### src/rtl/arp_pkg.sv
`timescale 1ns / 1ps
package arp_pkg;
	localparam int TableEntries = 8;
	localparam int IdxW = (TableEntries > 1) ? $clog2(TableEntries) : 1;
	localparam int CntW = $clog2(TableEntries + 1);
	localparam int MaxResults = 8;
	localparam int ResW = $clog2(MaxResults + 1);
	localparam logic [15:0] LruStart = 16'hffff;

	typedef enum logic [1:0] {
		ST_FREE = 2'd0,
		ST_RESOLVING = 2'd1,
		ST_OK = 2'd2,
		ST_UNUSED = 2'd3
	} entry_state_t;

	typedef enum logic [1:0] {
		CMD_TICK = 2'd0,
		CMD_LEARN = 2'd1,
		CMD_RESOLVE = 2'd2,
		CMD_NONE = 2'd3
	} cmd_t;

	typedef enum logic [1:0] {
		KIND_NONE = 2'd0,
		KIND_REQUEST = 2'd1,
		KIND_REPLY = 2'd2,
		KIND_RESOLVED = 2'd3
	} kind_t;

	typedef enum logic [2:0] {
		REG_LOCAL_IP = 3'd0,
		REG_NET_MASK = 3'd1,
		REG_GATEWAY_IP = 3'd2,
		REG_OK_TIMEOUT = 3'd3,
		REG_PENDING_TIMEOUT = 3'd4,
		REG_MAX_RETRIES = 3'd5
	} reg_t;

	localparam logic [15:0] HwEthernet = 16'd1;
	localparam logic [15:0] OpRequest = 16'd1;
	localparam logic [15:0] OpReply = 16'd2;

	typedef struct packed {
		logic [1:0] cmd;
		logic [15:0] hw_type;
		logic [15:0] arp_op;
		logic [31:0] sender_ip;
		logic [47:0] sender_mac;
		logic [31:0] tgt_ip;
		logic [31:0] dest_ip;
	} in_item_t;

	typedef struct packed {
		logic [1:0] kind;
		logic [31:0] addr;
		logic [47:0] hw_addr;
		logic last;
	} out_item_t;

	typedef struct packed {
		logic [31:0] local_ip;
		logic [31:0] net_mask;
		logic [31:0] gateway_ip;
		logic [15:0] ok_timeout;
		logic [15:0] pending_timeout;
		logic [7:0] max_retries;
	} cfg_t;

	// controller to datapath
	typedef struct packed {
		logic load;         // capture input item
		logic scan;         // examine entry at idx
		logic [IdxW-1:0] idx;
		logic write_learn;  // write learned sender into chosen slot
		logic emit;         // take the request held in datapath
		logic finish;       // produce final result
	} dp_cmd_t;

	// datapath to controller
	typedef struct packed {
		logic [1:0] cmd;
		logic accepted;     // learn packet passes filters
		logic is_request;
		logic is_learn_op;
		logic emit_ready;   // scanned entry produced a request, held until taken
	} dp_status_t;
endpackage

### src/rtl/arp_if.sv
`timescale 1ns / 1ps
interface arp_in_if (input logic clk);
	import arp_pkg::*;
	logic valid;
	logic ready;
	in_item_t data;
	modport source (output valid, output data, input ready);
	modport sink (input valid, input data, output ready);
endinterface

interface arp_out_if (input logic clk);
	import arp_pkg::*;
	logic valid;
	logic ready;
	out_item_t data;
	modport source (output valid, output data, input ready);
	modport sink (input valid, input data, output ready);
endinterface

interface arp_cfg_if (input logic clk);
	logic valid;
	logic ready;
	logic [2:0] index;
	logic [31:0] wdata;
	modport source (output valid, output index, output wdata, input ready);
	modport sink (input valid, input index, input wdata, output ready);
endinterface

### src/rtl/arp_datapath.sv
`timescale 1ns / 1ps
module arp_datapath (
	input logic clk,
	input logic arst_n,
	input arp_pkg::in_item_t in_data,
	input arp_pkg::cfg_t cfg,
	input arp_pkg::dp_cmd_t cmd_i,
	output arp_pkg::dp_status_t status,
	output arp_pkg::out_item_t res
);
	import arp_pkg::*;

	entry_state_t state_q [TableEntries];
	logic [31:0] ip_q [TableEntries];
	logic [47:0] mac_q [TableEntries];
	logic [15:0] timer_q [TableEntries];
	logic [7:0] retries_q [TableEntries];

	in_item_t item_q;
	logic [31:0] hop_q;
	logic found_q, free_found_q, hit_q;
	logic [IdxW-1:0] found_idx_q, free_idx_q, lru_idx_q;
	logic [15:0] lru_timer_q;
	logic [1:0] res_kind_q;
	logic [31:0] res_addr_q;
	logic [47:0] res_mac_q;
	logic emit_q;

	entry_state_t st;
	logic [31:0] eip;
	logic [IdxW-1:0] slot;

	assign st = state_q[cmd_i.idx];
	assign eip = ip_q[cmd_i.idx];
	assign slot = found_q ? found_idx_q : (free_found_q ? free_idx_q : lru_idx_q);

	// entry table, sweep state and result holding
	always_ff @(posedge clk or negedge arst_n) begin
		if (!arst_n) begin
			for (int i = 0; i < TableEntries; i++) begin
				state_q[i] <= ST_FREE;
				ip_q[i] <= '0;
				mac_q[i] <= '0;
				timer_q[i] <= '0;
				retries_q[i] <= '0;
			end
			item_q <= '0;
			hop_q <= '0;
			emit_q <= 1'b0;
			hit_q <= 1'b0;
			found_q <= 1'b0;
			free_found_q <= 1'b0;
			found_idx_q <= '0;
			free_idx_q <= '0;
			lru_idx_q <= '0;
			lru_timer_q <= LruStart;
			res_kind_q <= '0;
			res_addr_q <= '0;
			res_mac_q <= '0;
		end else begin
			// a raised request stays until the controller takes it
			if (cmd_i.emit) emit_q <= 1'b0;
			if (cmd_i.load) begin
				item_q <= in_data;
				hop_q <= ((in_data.dest_ip & cfg.net_mask) == (cfg.local_ip & cfg.net_mask))
					? in_data.dest_ip : cfg.gateway_ip;
				found_q <= 1'b0;
				free_found_q <= 1'b0;
				hit_q <= 1'b0;
				lru_idx_q <= '0;
				lru_timer_q <= LruStart;
			end
			if (cmd_i.scan) begin
				case (item_q.cmd)
					CMD_TICK: begin
						if (st == ST_RESOLVING) begin
							if (timer_q[cmd_i.idx] != 16'd0) begin
								timer_q[cmd_i.idx] <= timer_q[cmd_i.idx] - 16'd1;
							end else if (retries_q[cmd_i.idx] == 8'd0) begin
								state_q[cmd_i.idx] <= ST_FREE;
							end else begin
								emit_q <= 1'b1;
								res_kind_q <= KIND_REQUEST;
								res_addr_q <= eip;
								res_mac_q <= '0;
								retries_q[cmd_i.idx] <= retries_q[cmd_i.idx] - 8'd1;
								timer_q[cmd_i.idx] <= cfg.pending_timeout;
							end
						end else if (st == ST_OK) begin
							if (timer_q[cmd_i.idx] != 16'd0) begin
								timer_q[cmd_i.idx] <= timer_q[cmd_i.idx] - 16'd1;
							end else begin
								emit_q <= 1'b1;
								res_kind_q <= KIND_REQUEST;
								res_addr_q <= eip;
								res_mac_q <= '0;
								state_q[cmd_i.idx] <= ST_RESOLVING;
								timer_q[cmd_i.idx] <= cfg.pending_timeout;
								retries_q[cmd_i.idx] <= cfg.max_retries;
							end
						end
					end
					CMD_LEARN: begin
						if (!found_q) begin
							if (st != ST_FREE) begin
								if (eip == item_q.sender_ip) begin
									found_q <= 1'b1;
									found_idx_q <= cmd_i.idx;
								end else if (st == ST_OK && timer_q[cmd_i.idx] < lru_timer_q) begin
									lru_timer_q <= timer_q[cmd_i.idx];
									lru_idx_q <= cmd_i.idx;
								end
							end else if (!free_found_q) begin
								free_found_q <= 1'b1;
								free_idx_q <= cmd_i.idx;
							end
						end
					end
					CMD_RESOLVE: begin
						if (!hit_q && st == ST_OK && eip == hop_q) begin
							hit_q <= 1'b1;
							res_mac_q <= mac_q[cmd_i.idx];
						end
					end
					default: ;
				endcase
			end
			if (cmd_i.write_learn) begin
				ip_q[slot] <= item_q.sender_ip;
				mac_q[slot] <= item_q.sender_mac;
				state_q[slot] <= ST_OK;
				timer_q[slot] <= cfg.ok_timeout;
				retries_q[slot] <= cfg.max_retries;
			end
		end
	end

	assign status.cmd = item_q.cmd;
	assign status.accepted = (item_q.hw_type == HwEthernet) && (item_q.tgt_ip == cfg.local_ip);
	assign status.is_request = item_q.arp_op == OpRequest;
	assign status.is_learn_op = (item_q.arp_op == OpRequest) || (item_q.arp_op == OpReply);
	assign status.emit_ready = emit_q;

	// result selection for emit and finish
	always_comb begin
		res = '0;
		if (cmd_i.emit) begin
			res.kind = res_kind_q;
			res.addr = res_addr_q;
		end else if (cmd_i.finish) begin
			case (item_q.cmd)
				CMD_LEARN: begin
					res.kind = KIND_REPLY;
					res.addr = item_q.sender_ip;
					res.hw_addr = item_q.sender_mac;
				end
				CMD_RESOLVE: begin
					if (hit_q) begin
						res.kind = KIND_RESOLVED;
						res.addr = hop_q;
						res.hw_addr = res_mac_q;
					end else begin
						res.kind = KIND_REQUEST;
						res.addr = item_q.dest_ip;
					end
				end
				default: ;
			endcase
		end
	end
endmodule

### src/rtl/arp_ctrl.sv
`timescale 1ns / 1ps
module arp_ctrl (
	input logic clk,
	input logic arst_n,
	input logic in_valid,
	output logic in_ready,
	output logic out_valid,
	input logic out_ready,
	output arp_pkg::out_item_t out_data,
	input arp_pkg::dp_status_t status,
	input arp_pkg::out_item_t res,
	output arp_pkg::dp_cmd_t cmd_o
);
	import arp_pkg::*;

	typedef enum logic [1:0] {
		S_IDLE, S_SCAN, S_DRAIN, S_FINAL
	} ctrl_state_t;

	ctrl_state_t state_q;
	logic [CntW-1:0] cnt_q;
	logic [ResW-1:0] nres_q;
	out_item_t pend_q;       // latest tick request, held so the last flag can go on it
	logic pend_valid_q;
	logic out_free;
	logic can_take;
	logic take;
	logic push_out;
	out_item_t push_data;

	assign out_free = !out_valid || out_ready;
	assign in_ready = (state_q == S_IDLE);
	// a new request enters the hold register once the held one can leave
	assign can_take = !pend_valid_q || out_free;
	assign take = cmd_o.emit && (nres_q < ResW'(MaxResults));

	// sweep commands; the scan pauses while a raised request waits
	always_comb begin
		cmd_o = '0;
		cmd_o.load = in_valid && in_ready;
		cmd_o.idx = cnt_q[IdxW-1:0];
		cmd_o.scan = (state_q == S_SCAN) && !status.emit_ready;
		cmd_o.emit = (state_q == S_SCAN || state_q == S_DRAIN) && status.emit_ready
			&& can_take;
		cmd_o.finish = (state_q == S_FINAL);
		cmd_o.write_learn = (state_q == S_FINAL) && out_free && status.cmd == CMD_LEARN
			&& status.accepted && status.is_learn_op;
	end

	// item loaded into the output register this cycle
	always_comb begin
		push_out = 1'b0;
		push_data = '0;
		if (take && pend_valid_q) begin
			push_out = 1'b1;
			push_data = pend_q;
		end else if (state_q == S_FINAL && out_free) begin
			push_out = 1'b1;
			case (status.cmd)
				CMD_TICK: begin
					if (pend_valid_q) push_data = pend_q;
				end
				CMD_LEARN: begin
					if (status.accepted && status.is_request) push_data = res;
				end
				CMD_RESOLVE: begin
					push_data = res;
				end
				default: ;
			endcase
			push_data.last = 1'b1;
		end
	end

	// state, counters and output register
	always_ff @(posedge clk or negedge arst_n) begin
		if (!arst_n) begin
			state_q <= S_IDLE;
			cnt_q <= '0;
			nres_q <= '0;
			pend_q <= '0;
			pend_valid_q <= 1'b0;
			out_valid <= 1'b0;
			out_data <= '0;
		end else begin
			if (push_out) begin
				out_valid <= 1'b1;
				out_data <= push_data;
			end else if (out_ready) begin
				out_valid <= 1'b0;
			end
			if (take) begin
				pend_q <= res;
				pend_valid_q <= 1'b1;
				nres_q <= nres_q + ResW'(1);
			end
			case (state_q)
				S_IDLE: begin
					if (cmd_o.load) begin
						cnt_q <= '0;
						nres_q <= '0;
						state_q <= S_SCAN;
					end
				end
				S_SCAN: begin
					if (cmd_o.scan) begin
						if (cnt_q == CntW'(TableEntries - 1)) state_q <= S_DRAIN;
						else cnt_q <= cnt_q + CntW'(1);
					end
				end
				S_DRAIN: begin
					// the last entry may raise a request in the cycle after its scan
					if (!status.emit_ready) state_q <= S_FINAL;
				end
				S_FINAL: begin
					if (out_free) begin
						pend_valid_q <= 1'b0;
						state_q <= S_IDLE;
					end
				end
				default: state_q <= S_IDLE;
			endcase
		end
	end

	// emitted results never exceed the cap
	a_cap: assert property (@(posedge clk) disable iff (!arst_n)
		nres_q <= ResW'(MaxResults)) else $error("result count overflow");
	// items are only taken when idle
	a_load: assert property (@(posedge clk) disable iff (!arst_n)
		cmd_o.load |-> state_q == S_IDLE) else $error("load outside idle");
	// learn writes happen only in the final step
	a_wr: assert property (@(posedge clk) disable iff (!arst_n)
		cmd_o.write_learn |-> cmd_o.finish) else $error("stray learn write");
	// a waiting result stays put
	a_hold: assert property (@(posedge clk) disable iff (!arst_n)
		out_valid && !out_ready |=> out_valid && $stable(out_data))
		else $error("output changed while waiting");
endmodule

### src/rtl/arp_cache_with_aging.sv
`timescale 1ns / 1ps
// ARP cache with aging. A controller sweeps the eight table entries through one
// compare-and-update datapath, one entry per cycle; a new item is taken only in
// idle, after the previous one has placed its final result in the output register,
// and the sweep pauses while a raised tick request waits or cannot move to the output
// register. A tick emits up to eight requests, a learned request one reply and a
// resolve one hit or request; every item ends with one result flagged last, of
// kind nothing when it emits no other. The user must write registers only between
// items; the block itself does not enforce it.
module arp_cache_with_aging (
	input logic clk,
	input logic arst_n,
	arp_in_if.sink in_ch,
	arp_out_if.source out_ch,
	arp_cfg_if.sink cfg_ch
);
	import arp_pkg::*;

	cfg_t cfg_q;
	dp_cmd_t dcmd;
	dp_status_t dstat;
	out_item_t res;

	assign cfg_ch.ready = 1'b1;

	// configuration registers
	always_ff @(posedge clk or negedge arst_n) begin
		if (!arst_n) begin
			cfg_q.local_ip <= 32'd0;
			cfg_q.net_mask <= 32'hffffff00;
			cfg_q.gateway_ip <= 32'd0;
			cfg_q.ok_timeout <= 16'd5;
			cfg_q.pending_timeout <= 16'd1;
			cfg_q.max_retries <= 8'd5;
		end else if (cfg_ch.valid && cfg_ch.ready) begin
			case (cfg_ch.index)
				REG_LOCAL_IP: cfg_q.local_ip <= cfg_ch.wdata;
				REG_NET_MASK: cfg_q.net_mask <= cfg_ch.wdata;
				REG_GATEWAY_IP: cfg_q.gateway_ip <= cfg_ch.wdata;
				REG_OK_TIMEOUT: cfg_q.ok_timeout <= cfg_ch.wdata[15:0];
				REG_PENDING_TIMEOUT: cfg_q.pending_timeout <= cfg_ch.wdata[15:0];
				REG_MAX_RETRIES: cfg_q.max_retries <= cfg_ch.wdata[7:0];
				default: ;
			endcase
		end
	end

	arp_datapath u_dp (
		.clk(clk), .arst_n(arst_n), .in_data(in_ch.data), .cfg(cfg_q),
		.cmd_i(dcmd), .status(dstat), .res(res)
	);

	arp_ctrl u_ctrl (
		.clk(clk), .arst_n(arst_n),
		.in_valid(in_ch.valid), .in_ready(in_ch.ready),
		.out_valid(out_ch.valid), .out_ready(out_ch.ready), .out_data(out_ch.data),
		.status(dstat), .res(res), .cmd_o(dcmd)
	);
endmodule

### src/flat_wrapper.sv
// flat-port wrapper written by rule: the top's interface ports become plain ports
module arp_cache_with_aging_flat import arp_pkg::*;
  (clk, arst_n, in_ch_valid, in_ch_data, in_ch_ready, out_ch_valid, out_ch_data, out_ch_ready, cfg_ch_valid, cfg_ch_index, cfg_ch_wdata, cfg_ch_ready);
  arp_in_if in_ch_i (.clk(clk));
  arp_out_if out_ch_i (.clk(clk));
  arp_cfg_if cfg_ch_i (.clk(clk));
  input logic clk;
  input logic arst_n;
  input wire logic [$bits(in_ch_i.valid)-1:0] in_ch_valid;
  input wire logic [$bits(in_ch_i.data)-1:0] in_ch_data;
  output wire logic [$bits(in_ch_i.ready)-1:0] in_ch_ready;
  output wire logic [$bits(out_ch_i.valid)-1:0] out_ch_valid;
  output wire logic [$bits(out_ch_i.data)-1:0] out_ch_data;
  input wire logic [$bits(out_ch_i.ready)-1:0] out_ch_ready;
  input wire logic [$bits(cfg_ch_i.valid)-1:0] cfg_ch_valid;
  input wire logic [$bits(cfg_ch_i.index)-1:0] cfg_ch_index;
  input wire logic [$bits(cfg_ch_i.wdata)-1:0] cfg_ch_wdata;
  output wire logic [$bits(cfg_ch_i.ready)-1:0] cfg_ch_ready;
  assign in_ch_i.valid = in_ch_valid;
  assign in_ch_i.data = in_ch_data;
  assign in_ch_ready = in_ch_i.ready;
  assign out_ch_valid = out_ch_i.valid;
  assign out_ch_data = out_ch_i.data;
  assign out_ch_i.ready = out_ch_ready;
  assign cfg_ch_i.valid = cfg_ch_valid;
  assign cfg_ch_i.index = cfg_ch_index;
  assign cfg_ch_i.wdata = cfg_ch_wdata;
  assign cfg_ch_ready = cfg_ch_i.ready;
  arp_cache_with_aging u_core (.clk(clk), .arst_n(arst_n), .in_ch(in_ch_i), .out_ch(out_ch_i), .cfg_ch(cfg_ch_i));
endmodule
### config.mk
export PLATFORM = sky130hd
export DESIGN_NAME = arp_cache_with_aging_flat
export DESIGN_NICKNAME = d
export VERILOG_FILES = /design/src/rtl/arp_pkg.sv /design/src/rtl/arp_if.sv /design/src/rtl/arp_datapath.sv /design/src/rtl/arp_ctrl.sv /design/src/rtl/arp_cache_with_aging.sv /design/src/flat_wrapper.sv
export SDC_FILE = /design/constraint.sdc
export NUM_CORES = 2
export LEC_CHECK = 0
export ABC_AREA = 1
export BUFFER_PORTS_ARGS = -buffer_cell sky130_fd_sc_hd__buf_2
export CORE_MARGIN = 4
export CORE_UTILIZATION = 45
export DETAILED_ROUTE_END_ITERATION = 8
export PLACE_DENSITY_LB_ADDON = 0.08
export SLEW_MARGIN = 15
export SYNTH_ARGS = -nofsm -noshare
export SYNTH_HDL_FRONTEND = slang
export SYNTH_HIERARCHICAL = 1
export SYNTH_SLANG_ARGS = --single-unit
### constraint.sdc
create_clock -name clk -period 5.6 [get_ports clk]
set_input_delay 0.28 -clock clk [delete_from_list [all_inputs] [get_ports clk]]
set_output_delay 0.28 -clock clk [all_outputs]
set_load 0.005 [all_outputs]
==> results.sh <==
export IMPL_number_of_failing_hold_endpoints_at_the_final_stage=0
export IMPL_vdd_ir_drop_worst_v=0.000462
export IMPL_wl_per_cell_um=22.8
export IMPL_wl_met1_um=137000
export IMPL_grt_pass1_wl_um=487000
export IMPL_drt_drc=0
export IMPL_num_nets_final=12000
export IMPL_cpLargestDelayFamily="simple AND/OR/NAND/NOR gates"
export IMPL_timing_critical_path_mode_cell="sky130_fd_sc_hd__nand2_1"
export IMPL_worst_setup_path_end_kind="register"
export IMPL_r2r_end="u_core/u_dp/res_mac_q[13]"
export IMPL_via_per_inst=5.71
export IMPL_buffer_levels_on_the_longest_clock_path=3
export IMPL_finalWeightedCongestion=0.940
export IMPL_critical_path_cell_chain="inv_2, buf_4, nand2_1, nor2_4, buf_4, nand2_1, o21ai_0, nor2_1, nand2_1, xor2_1, nor2_1, nand2_1, nor2_1, nand3_1, o21ai_4, nand2_2, buf_4, nand2_1, nand2_1"
export IMPL_max_slew_worst_pin_slew_ns=1.41
export IMPL_cts_htree_levels=4
export IMPL_worst_hold_margin_ns=0.0913
export IMPL_fp_row_count=156
export IMPL_topRoutingLayerUsed="met5"
export IMPL_clockRootBuffer="sky130_fd_sc_hd__clkbuf_16"
export IMPL_dp_final_hpwl_um=200000
export IMPL_core_mm2=0.181
export IMPL_clock_sinks=1482
export IMPL_critical_path_max_stage_delay_ns=0.52
export IMPL_setup_total_negative_slack_ns=0
export IMPL_via_count=81400
export IMPL_gr_total_overflow=0
export IMPL_cp_max_fo=33
export IMPL_netlist_top_cells_area="sky130_fd_sc_hd__dfrtp_1 (44%), sky130_fd_sc_hd__nand2_1 (20%), sky130_fd_sc_hd__o21ai_0 (9.1%)"
export IMPL_syn2layout_area_growth_pct=13.6
export IMPL_port_buffer_count=302
export IMPL_hold_buffers_post_cts=218
export IMPL_post_cts_resize_count=0
export IMPL_critPathRequiredTime_ns=6.31
export IMPL_timing_reg2reg_worst_path_depth=19
export IMPL_setup_worst_path_class="register to register"
export IMPL_wirelength_um=324000
export IMPL_total_met3_wirelength_after_detailed_routing_um=33000
export IMPL_power_per_cell_area_mw_per_mm2=457
export IMPL_post_synth_top_area_cell="sky130_fd_sc_hd__dfrtp_1"
export IMPL_number_of_flip_flops_and_latches_in_the_synthesized_netlist=1482
export IMPL_sequential_share_of_the_synthesized_area=0.453
export IMPL_cts_setup_buffers=0
export IMPL_synth_distinct_cells=54
export IMPL_minimum_setup_slack_among_reg_to_reg_paths_ns=0.64
export IMPL_setup_worst_path_start_class="register"
export IMPL_detailed_routed_wire_length_on_met2_um=140000
export IMPL_synth_most_common_cell="sky130_fd_sc_hd__nand2_1"
export IMPL_cts_inserted_buffers=172
export IMPL_start_util=0.453
export IMPL_initialDrtViolationCount=9742
export IMPL_outcome="completed"
export IMPL_worst_r2r_startpoint="u_core/u_ctrl/cnt_q[2]"
export IMPL_worstHoldPathType="input pin to asynchronous set/reset pin"
export IMPL_rsz_0062_raised_after_global_routing="no"
export IMPL_lkg_pwr_nw=45.9
export IMPL_finalCritPeriodShare=0.885
export IMPL_die_width_um=435
export IMPL_timing_slew_headroom=0.0519
export IMPL_postSynthAreaPerCell_um2=7.04
export IMPL_timing_fmax_mhz=202
export IMPL_grt_max_degree=182
export IMPL_synthesis_nets=11900
export IMPL_count_of_endpoints_failing_setup_in_the_final_report=0
export IMPL_post_synth_most_frequent_cells="sky130_fd_sc_hd__nand2_1 (4290), sky130_fd_sc_hd__o21ai_0 (1495), sky130_fd_sc_hd__dfrtp_1 (1437)"
export IMPL_synth_async_sr_flop_share=1.00
export IMPL_post_route_cells_drive_above_1_share=0.0775
export IMPL_critPathArrivalTime_ns=5.66
export IMPL_synth_edff_count=0
export IMPL_top_level_ports=304
export IMPL_grt_antenna_before_repair=7
export IMPL_clkSlewWorstSetupHoldPaths_ns=0.06
export IMPL_syn_inst=11600
export IMPL_antenna_violating_nets_post_route=0
export IMPL_worst_path_buf_inv=4
export IMPL_min_tclk_post_route_ns=4.96
export IMPL_dieArea_mm2=0.189
export IMPL_cap_viol_max_count=0
export IMPL_die_height_um=435
export IMPL_clkLatencyLatePin_ns=0.84
export IMPL_cts_tree="yes"
export IMPL_finalCoreUtilization=0.514
export IMPL_synth_cell_area_mm2=0.0819
export IMPL_slew_viol_final=0
export IMPL_critical_path_slowest_cell="sky130_fd_sc_hd__buf_4"
export IMPL_drt_pass1_iter_count=8
export IMPL_synthesis_yosys_warnings=6
export IMPL_groute_usage_overall=0.338
export IMPL_synthDominantCellAreaShare=0.439
export IMPL_final_setup_skew_ns=0.0396
export IMPL_via_count_of_the_first_global_routing_pass=77100
export IMPL_synth_ff_type="sky130_fd_sc_hd__dfrtp_1"
==> per-stage QoR <==
stage / setup WS (ns) / power [mW] / cells / instance area (µm²)
finish: 0.644 / 42.5 / 14300 / 93100
global route: 0.557 / 44.9 / 14300 / 93100
CTS: 0.853 / 42.3 / 14300 / 93000
detailed placement: 0.858 / 30.2 / 13700 / 84900
global placement: 0.828 / 29.9 / 13700 / 84900
floorplan: 1.62 / 24.2 / 11600 / 81900
==> placed cells by master, fill, tap and decap left out, types with 12 or more instances in the layout <==
cell                            count
sky130_fd_sc_hd__nand2_1         4275
sky130_fd_sc_hd__o21ai_0         1472
sky130_fd_sc_hd__dfrtp_1         1433
sky130_fd_sc_hd__inv_1           1061
sky130_fd_sc_hd__nand3_1          915
sky130_fd_sc_hd__a21oi_1          529
sky130_fd_sc_hd__nor2_1           444
sky130_fd_sc_hd__buf_2            301
sky130_fd_sc_hd__dlygate4sd3_1    218
sky130_fd_sc_hd__clkbuf_16        178
sky130_fd_sc_hd__buf_4            153
sky130_fd_sc_hd__a221oi_1          87
sky130_fd_sc_hd__o21ai_1           81
sky130_fd_sc_hd__a22oi_1           61
sky130_fd_sc_hd__o211ai_1          59
sky130_fd_sc_hd__nand4_1           58
sky130_fd_sc_hd__dfstp_2           45
sky130_fd_sc_hd__clkbuf_8          39
sky130_fd_sc_hd__clkbuf_1          35
sky130_fd_sc_hd__a41oi_1           33
sky130_fd_sc_hd__ha_1              30
sky130_fd_sc_hd__a22o_1            30
sky130_fd_sc_hd__o22ai_1           29
sky130_fd_sc_hd__buf_12            27
sky130_fd_sc_hd__clkinv_2          26
sky130_fd_sc_hd__xor2_1            22
sky130_fd_sc_hd__clkinv_1          21
sky130_fd_sc_hd__nand2_4           19
sky130_fd_sc_hd__a31oi_1           18
sky130_fd_sc_hd__nor2_4            17
sky130_fd_sc_hd__bufinv_16         16
sky130_fd_sc_hd__inv_2             16
sky130_fd_sc_hd__nand2_2           13
sky130_fd_sc_hd__nor2_2            12
==> kinds of logic after synthesis <==
| group | after synthesis | synth area share |
|---|---|---|
| AND/OR/NAND/NOR | 5796 | 0.285 |
| flip-flops | 1482 | 0.453 |
| adder cells (fa/ha/maj) | 32 | 0.00489 |
| multiplexers | 9 | 0.00137 |
| AO/OA/AOI/OAI | 2418 | 0.160 |
| buffers and inverters | 1868 | 0.0924 |
| other | 2 | 0.0000917 |
| XOR/XNOR | 28 | 0.00299 |
==> state kept, by name, summed over array words and instances, names as in the netlist, 16 cells and up <==
signal and flops:
u_core/u_dp/lru_timer_q 16, u_core/u_ctrl/pend_q 83, u_core/u_dp/hop_q 32, u_core/u_dp/ip_q 256
u_core/u_dp/timer_q 128, u_core/u_dp/res_addr_q 32, u_core/cfg_q 136, u_core/u_ctrl/out_data 83
u_core/u_dp/mac_q 384, u_core/u_dp/res_mac_q 48, u_core/u_dp/retries_q 64, u_core/u_dp/state_q 16
u_core/u_dp/item_q 176
==> area by class of cell <==
class                      instances  area, µm²
clock buffer                     252       5120
clock inverter                    55        821
timing repair buffer             699       5380
inverter                        1107       4180
sequential                      1482      37100
antenna                            6       15.0
fill                           17700      87900
tap                             2370       2970
multi-input combinational       8285      37500
==> how the worst max path moves through the flow <==
stage,startpoint,to,slack (ns),cells after the start
4_1_cts,u_core/u_ctrl/cnt_q[2],u_core/u_dp/res_mac_q[13],0.85,19
3_3_place_gp,u_core/u_ctrl/cnt_q[2],u_core/u_dp/res_mac_q[14],0.83,19
3_5_place_dp,u_core/u_ctrl/cnt_q[2],u_core/u_dp/res_mac_q[13],0.86,19
5_1_grt,u_core/u_ctrl/cnt_q[0],u_core/u_dp/timer_q[117],0.56,16
6_report,u_core/u_ctrl/cnt_q[2],u_core/u_dp/res_mac_q[13],0.64,19
2_1_floorplan,u_core/u_ctrl/cnt_q[1],u_core/u_dp/lru_idx_q[0],1.62,21
==> where the power goes <==
| group | switching [mW] | total [mW] | internal [mW] |
|---|---|---|---|
| Sequential | 1.66 | 14.2 | 12.5 |
| Clock | 4.83 | 11.9 | 7.07 |
| Combinational | 12.3 | 16.4 | 4.17 |
==> per-layer routing <==
metal	global-route usage	up-vias
met1	0.466	39100
li1	-	37600
met3	0.0785	713
met2	0.512	4031
met5	0	-
met4	0.142	4
(Power assumes the default switching activity.)
